--- config.mk ---
export PLATFORM = sky130hd
export DESIGN_NAME = int64_to_radix_ascii_core
export DESIGN_NICKNAME = d
export VERILOG_FILES = /design/src/design/i2ra_pkg.sv /design/src/design/i2ra_div.sv /design/src/design/i2ra_ram.sv /design/src/design/int64_to_radix_ascii_core.sv
export SDC_FILE = /design/constraint.sdc
export NUM_CORES = 1
export LEC_CHECK = 0
export BUFFER_PORTS_ARGS = -buffer_cell sky130_fd_sc_hd__clkbuf_2
export CORE_ASPECT_RATIO = 1.2
export CORE_MARGIN = 5
export CORE_UTILIZATION = 30
export CTS_CLUSTER_DIAMETER = 200
export DETAILED_ROUTE_END_ITERATION = 6
export HOLD_SLACK_MARGIN = 0.06
export PLACE_DENSITY = 0.45
export SETUP_SLACK_MARGIN = 0.4
export SYNTH_ARGS = -nofsm -noshare
export SYNTH_HDL_FRONTEND = slang
export SYNTH_SLANG_ARGS = --single-unit
--- constraint.sdc ---
create_clock -name clk -period 6.68 [get_ports clk]
set_clock_uncertainty 0.2 [all_clocks]
set_input_delay 0.334 -clock clk [delete_from_list [all_inputs] [get_ports clk]]
set_output_delay 0.334 -clock clk [all_outputs]
set_load 0.005 [all_outputs]
--- src/design/i2ra_pkg.sv ---
// Shared constants, types and character mapping for the radix ASCII converter.
package i2ra_pkg;

  localparam int VALUE_WIDTH = 64;
  localparam int IN_W        = 64;
  localparam int RADIX_W     = 6;
  localparam int DIGIT_W     = 6;
  localparam int CHAR_W      = 7;
  localparam int LEN_W       = 7;
  localparam int STEP_W      = $clog2(VALUE_WIDTH);
  localparam int ADDR_W      = $clog2(VALUE_WIDTH);
  localparam int COUNT_W     = $clog2(VALUE_WIDTH + 1);

  localparam logic [RADIX_W-1:0] RADIX_MIN     = RADIX_W'(2);
  localparam logic [RADIX_W-1:0] RADIX_MAX     = RADIX_W'(36);
  localparam logic [RADIX_W-1:0] RADIX_DEFAULT = RADIX_W'(10);
  localparam logic [CHAR_W-1:0]  CH_ZERO       = CHAR_W'(48);
  localparam logic [CHAR_W-1:0]  CH_LOWER_A    = CHAR_W'(97);
  localparam logic [DIGIT_W-1:0] DEC_DIGITS    = DIGIT_W'(10);

  typedef struct packed {
    logic               done;
    logic               quot_zero;
    logic [DIGIT_W-1:0] rem;
  } div_res_t;

  function automatic logic [CHAR_W-1:0] digit_to_char(input logic [DIGIT_W-1:0] d);
    logic [CHAR_W-1:0] c;
    if (d < DEC_DIGITS) begin
      c = CH_ZERO + CHAR_W'(d);
    end else begin
      c = CH_LOWER_A + CHAR_W'(d - DEC_DIGITS);
    end
    return c;
  endfunction

endpackage

--- src/design/i2ra_div.sv ---
// Bit-serial restoring divider of the magnitude by the radix, one quotient bit per cycle.
module i2ra_div (
  input  logic                                   clk,
  input  logic                                   rst,
  input  logic                                   go,
  input  logic [i2ra_pkg::VALUE_WIDTH-1:0]       dividend,
  input  logic [i2ra_pkg::RADIX_W-1:0]           divisor,
  output logic [i2ra_pkg::VALUE_WIDTH-1:0]       quotient,
  output i2ra_pkg::div_res_t                     res
);
  import i2ra_pkg::*;

  logic [VALUE_WIDTH-1:0] q;
  logic [DIGIT_W-1:0]     rem;
  logic [STEP_W-1:0]      cnt;
  logic                   running;
  logic                   done;
  logic                   nz;

  logic [DIGIT_W:0]       sh;
  logic                   ge;
  logic [DIGIT_W:0]       diff;
  logic [DIGIT_W-1:0]     rem_next;

  always_comb begin
    sh       = {rem, q[VALUE_WIDTH-1]};
    ge       = (sh >= {1'b0, divisor});
    diff     = sh - {1'b0, divisor};
    rem_next = ge ? diff[DIGIT_W-1:0] : sh[DIGIT_W-1:0];
  end

  always_ff @(posedge clk) begin
    if (rst) begin
      running <= 1'b0;
      done    <= 1'b0;
    end else if (go) begin
      q       <= dividend;
      rem     <= '0;
      cnt     <= STEP_W'(VALUE_WIDTH - 1);
      nz      <= 1'b0;
      running <= 1'b1;
      done    <= 1'b0;
    end else if (running) begin
      q   <= {q[VALUE_WIDTH-2:0], ge};
      rem <= rem_next;
      nz  <= nz | ge;
      cnt <= cnt - STEP_W'(1);
      if (cnt == '0) begin
        running <= 1'b0;
        done    <= 1'b1;
      end
    end else begin
      done <= 1'b0;
    end
  end

  assign quotient      = q;
  assign res.done      = done;
  assign res.quot_zero = ~nz;
  assign res.rem       = rem;

endmodule

--- src/design/i2ra_ram.sv ---
// Digit store: one write port, one registered read port.
module i2ra_ram (
  input  logic                          clk,
  input  logic                          we,
  input  logic [i2ra_pkg::ADDR_W-1:0]   waddr,
  input  logic [i2ra_pkg::DIGIT_W-1:0]  wdata,
  input  logic [i2ra_pkg::ADDR_W-1:0]   raddr,
  output logic [i2ra_pkg::DIGIT_W-1:0]  rdata
);
  import i2ra_pkg::*;

  logic [DIGIT_W-1:0] mem [VALUE_WIDTH];

  always_ff @(posedge clk) begin
    if (we) begin
      mem[waddr] <= wdata;
    end
  end

  always_ff @(posedge clk) begin
    rdata <= mem[raddr];
  end

endmodule

--- src/design/int64_to_radix_ascii_core.sv ---
// Top level: integer to ASCII digits in radix 2 to 36, most significant digit first.
//
// A number is taken when start is high and busy is low; busy then stays high
// until the last digit has been shown. Each digit is produced by a bit-serial
// restoring division, and the digits are stored and then read back in reverse.
// Each result beat is shown for exactly one cycle with strobe high; the
// receiver cannot stall it, so it must take every beat. minus_before marks
// the first beat of a negative number, and the beat with last high carries
// total_length, sign included.
module int64_to_radix_ascii_core (
  input  logic                          clk,
  input  logic                          rst,
  input  logic                          start,
  output logic                          busy,
  input  logic [i2ra_pkg::IN_W-1:0]     value,
  input  logic                          treat_signed,
  input  logic [i2ra_pkg::RADIX_W-1:0]  radix,
  output logic                          strobe,
  output logic [i2ra_pkg::CHAR_W-1:0]   digit_char,
  output logic                          minus_before,
  output logic                          last,
  output logic [i2ra_pkg::LEN_W-1:0]    total_length
);
  import i2ra_pkg::*;

  typedef enum logic [1:0] {
    S_IDLE,
    S_DIV,
    S_RD,
    S_OUT
  } state_t;

  state_t                 state;
  logic                   neg;
  logic                   first;
  logic [RADIX_W-1:0]     rdx;
  logic [COUNT_W-1:0]     count;
  logic [ADDR_W-1:0]      ptr;

  logic [VALUE_WIDTH-1:0] v_in;
  logic                   neg_in;
  logic [VALUE_WIDTH-1:0] mag;
  logic [RADIX_W-1:0]     rdx_in;
  logic                   accept;

  logic                   go;
  logic [VALUE_WIDTH-1:0] dividend;
  logic [VALUE_WIDTH-1:0] quotient;
  div_res_t               div_res;
  logic                   we;
  logic [DIGIT_W-1:0]     rdata;

  always_comb begin
    v_in   = value[VALUE_WIDTH-1:0];
    neg_in = treat_signed & v_in[VALUE_WIDTH-1];
    mag    = neg_in ? (~v_in + VALUE_WIDTH'(1)) : v_in;
    rdx_in = ((radix < RADIX_MIN) || (radix > RADIX_MAX)) ? RADIX_DEFAULT : radix;
    accept = start && (state == S_IDLE);
    we     = (state == S_DIV) && div_res.done;
    go     = accept || (we && !div_res.quot_zero);
    dividend = accept ? mag : quotient;
  end

  i2ra_div u_div (
    .clk      (clk),
    .rst      (rst),
    .go       (go),
    .dividend (dividend),
    .divisor  (rdx),
    .quotient (quotient),
    .res      (div_res)
  );

  i2ra_ram u_ram (
    .clk   (clk),
    .we    (we),
    .waddr (count[ADDR_W-1:0]),
    .wdata (div_res.rem),
    .raddr (ptr),
    .rdata (rdata)
  );

  always_ff @(posedge clk) begin
    if (rst) begin
      state        <= S_IDLE;
      strobe       <= 1'b0;
      minus_before <= 1'b0;
      last         <= 1'b0;
      total_length <= '0;
    end else begin
      unique case (state)
        S_IDLE: begin
          if (start) begin
            neg   <= neg_in;
            rdx   <= rdx_in;
            count <= '0;
            state <= S_DIV;
          end
        end
        S_DIV: begin
          if (div_res.done) begin
            count <= count + COUNT_W'(1);
            if (div_res.quot_zero) begin
              ptr   <= count[ADDR_W-1:0];
              first <= 1'b1;
              state <= S_RD;
            end
          end
        end
        S_RD: begin
          strobe       <= 1'b1;
          minus_before <= first & neg;
          last         <= (ptr == '0);
          total_length <= (ptr == '0) ? (LEN_W'(count) + LEN_W'(neg)) : '0;
          state        <= S_OUT;
        end
        S_OUT: begin
          strobe       <= 1'b0;
          minus_before <= 1'b0;
          last         <= 1'b0;
          total_length <= '0;
          first        <= 1'b0;
          if (last) begin
            state <= S_IDLE;
          end else begin
            ptr   <= ptr - ADDR_W'(1);
            state <= S_RD;
          end
        end
        default: begin
          state <= S_IDLE;
        end
      endcase
    end
  end

  assign busy       = (state != S_IDLE);
  assign digit_char = digit_to_char(rdata);

  a_strobe_busy: assert property (@(posedge clk) disable iff (rst)
    strobe |-> busy)
    else $error("result beat outside a conversion");

  a_flags_need_strobe: assert property (@(posedge clk) disable iff (rst)
    !strobe |-> (!minus_before && !last))
    else $error("flags raised without a result beat");

  a_last_length: assert property (@(posedge clk) disable iff (rst)
    (strobe && last) |-> (total_length != '0))
    else $error("final beat without a length");

  a_accept_busy: assert property (@(posedge clk) disable iff (rst)
    (start && !busy) |=> busy)
    else $error("accepted number did not raise busy");

  a_div_idle: assert property (@(posedge clk) disable iff (rst)
    div_res.done |-> (state == S_DIV))
    else $error("divider finished outside the division phase");

endmodule

==> impl_metrics.tcl <==
set metrics [dict create \
    status "completed" \
    dieArea_sq_um 78490 \
    place_area_sq_um 23330 \
    setup_tns_ns 0 \
    finalHoldViolCount 0 \
    ys.warnings.count 0 \
    syn-mean-instance-area_sq_um 15.01 \
    grt-ovfl-total 0 \
    period_needed_ns 3.789 \
    post-route-period-util 0.5673 \
    critPathArrivalTime_ns 4.06 \
    clock-root-buffer "clkbuf_16" \
    dr.pass1.iters 5 \
    ctsResizeCount 0 \
    grt_pass1_wl_um 84700 \
    drt-initial-drc-count 938 \
    cp-start-kind "primary input" \
    synthAdderAreaFrac 0.01120 \
    syn_area_sq_um 21890 \
    yosysUniqueCellTypes 62 \
    startpoint "value[10]" \
    final_core_utilization 0.3564 \
    syn-instance-count 1458 \
    crit_path_end_kind "flop" \
    worstMarginPinSlew_ns 1.303 \
    start_util 0.3028 \
    fin_nets 1713 \
    critical_path_class "primary input to flop" \
    io_buffers 91 \
    final_design_area_no_fill_sq_um 25760 \
    fp-row-count 108 \
    leakage_nw 8.394 \
    synthesis.nets 1551 \
    drtAntennaViolNets 0 \
    clock_latency_ns 0.61 \
    clock.fmax_mhz 263.9 \
    slew_violations 0 \
    antennaDiodeCount 0 \
    antenna_found_initial 0 \
    yosys.area_share.simple 0.08763 \
    setup_viol 0 \
    cts_tree "yes" \
    avgRoutedWirePerCell_um 21.08 \
    post_cts_buffers 0 \
    vdd_drop_max_mv 0.1726 \
    routed_wl_um 54760 \
    hold_buffers 76 \
    fp.dieW_um 256.6 \
    coreArea_sq_um 72290 \
    synth-xor-area-share 0.03401 \
    place.gp.congestion 0.8386 \
    vias 12838 \
    seqCellArea_sq_um 14870 \
    num_io_pins 92 \
    drc 0 \
    cp.required_ns 6.95 \
    whs_path_depth 5 \
    r2r-start "state[1]" \
    clk_pin_slew_ns 0.06 \
    die_h_um 305.9 \
    grt_max_degree 108 \
    htree_levels 2 \
    synth_flop_cell "edfxtp_1" \
    synth_mux_area_frac 0.1068 \
    grt_pass1_vias 13554 \
    multi_input_area_sq_um 6596 \
    clockBufferDepth 3 \
    power_mw 6.816 \
    async_flop_share 0 \
    viasPerCell 4.941 \
    r2r_end "u_div.quotient[63]" \
    track_usage 0.1383 \
    rrSetupSlack_ns 3.40 \
    p_per_area_nw_per_um2 264.6 \
    drive_gt1_frac 0.1750 \
    synth-seq-cells 502 \
    max_cap_viol_count 0 \
    cts_inserted_buffers 53 \
    place_hpwl_um 34780 \
    crit_path_max_fanout 11 \
    hold_class "primary input to flop" \
    rsz0062_at_grt "false" \
    seq_area_frac_synth 0.6795 \
    crit_end "u_div.quotient[63]" \
    cts_num_sinks 502 \
    dp.cells 2424 \
    stdcell_count 2598 \
    r2r_cells 6 \
    synth_edf_count 482 \
    synth_top_family_by_area "multiplexers" \
    area_growth_pct 17.70 \
    fillCellCount 6872 \
    synth_compound_area_frac 0.06111 \
    slew_headroom 0.1283 \
]
-- metrics by stage --
stage | worst slack [ns] | hold WS [ns]
6_report | 2.891 | 0.1979
5_1_grt | 2.692 | 0.2151
4_1_cts | 2.910 | 0.1623
3_5_place_dp | 3.306 | 0.2803
3_3_place_gp | 3.355 | 0.2744
2_1_floorplan | 2.071 | 0.2582
-- cell type report --
| type | instances | share of cell area |
|---|---|---|
| Inverter | 27 | 0.003934 |
| Clock buffer | 70 | 0.05474 |
| Timing Repair Buffer | 183 | 0.05236 |
| Tap cell | 935 | 0.04541 |
| Sequential cell | 502 | 0.5774 |
| Clock inverter | 28 | 0.01015 |
| Multi-Input combinational cell | 853 | 0.2560 |
-- cell usage after synthesis, types with 3 or more instances --
master,n,share of area
nor2_1,144,0.025
nand4_1,7,0.0020
nor4_2,4,0.0023
or3_1,9,0.0026
buf_1,14,0.0024
nand2b_1,10,0.0029
o41ai_1,4,0.0016
a22oi_1,19,0.0065
nor2b_1,12,0.0034
buf_2,14,0.0032
nand3_1,27,0.0062
clkbuf_1,41,0.0070
edfxtp_1,482,0.66
mux2i_1,22,0.010
o21ai_0,78,0.018
nor4_1,13,0.0037
inv_1,26,0.0045
o211ai_1,5,0.0017
or2_2,3,0.00086
o21ai_1,5,0.0011
o21a_1,5,0.0017
buf_4,5,0.0017
xor2_1,27,0.011
nor3_1,32,0.0073
mux4_2,92,0.095
ha_1,18,0.010
dfxtp_1,20,0.018
xnor2_1,58,0.023
o31ai_1,9,0.0031
nand2_1,113,0.019
and2_1,11,0.0031
o221ai_1,8,0.0032
a21oi_1,62,0.014
a31oi_1,16,0.0046
mux2_2,4,0.0021
a221oi_1,4,0.0016
and3_1,3,0.00086
-- cells by family after synthesis --
logic type                 Yosys count
AOI/OAI and AO/OA                  225
muxes                              118
buffers and inverters              103
xor gates and xnor gates            85
adders and majority gates           19
and+or+nand+nor                    406
DFF                                502
-- critical path, stage by stage --
cell,delay (ns)
dlygate4sd3_1,0.53
clkbuf_2,0.14
nor4_1,0.62
nand4_1,0.50
nor3_2,0.68
nand3_1,0.12
or3b_1,0.40
a31oi_1,0.17
dlygate4sd3_1,0.57
-- power breakdown --
part | total, mW | switching [mW] | internal (mW)
logic | 0.379 | 0.246 | 0.133
registers | 3.58 | 0.0267 | 3.55
clock network | 2.86 | 1.25 | 1.61
-- placed cells by master, fill, tap and decap left out, drive strengths merged, types with 22 or more instances in the layout --
master / synthesis / routed
xor2: 27 / 27
dlygate4sd3: 0 / 76
inv: 26 / 27
mux2i: 22 / 22
nand2: 113 / 113
mux4: 92 / 92
edfxtp: 482 / 482
clkbuf: 42 / 161
a21oi: 62 / 62
nand3: 27 / 27
xnor2: 58 / 58
nor3: 34 / 34
clkinv: 1 / 23
o21ai: 83 / 83
nor2: 144 / 144
-- layer usage --
metal / vias up / track usage / routed length, um
met5: - / 0 / 0
met4: 0 / 0.03272 / 1071
met3: 75 / 0.02288 / 2485
met2: 330 / 0.2420 / 27970
met1: 6491 / 0.1812 / 23240
li1: 5942 / - / -
-- flip-flops by register name, summed over array words and instances (netlist names), 2 cells and up --
signal and count:
count 7, u_div.cnt 6, u_div.rem 6, state 2, ptr 6, u_ram.rdata 6
rdx 6, u_div.quotient 64, total_length 7, u_ram.mem 384
-- how the worst min path moves through the flow --
stage | from | end | slack, ns
global route | radix[4] | rdx[2] | 0.22
detailed placement | u_div.running | u_div.running | 0.28
CTS | radix[4] | rdx[5] | 0.16
floorplan | u_div.running | u_div.running | 0.26
finish | radix[4] | rdx[5] | 0.20
global placement | u_div.running | u_div.running | 0.27
(Power assumes the default switching activity.)
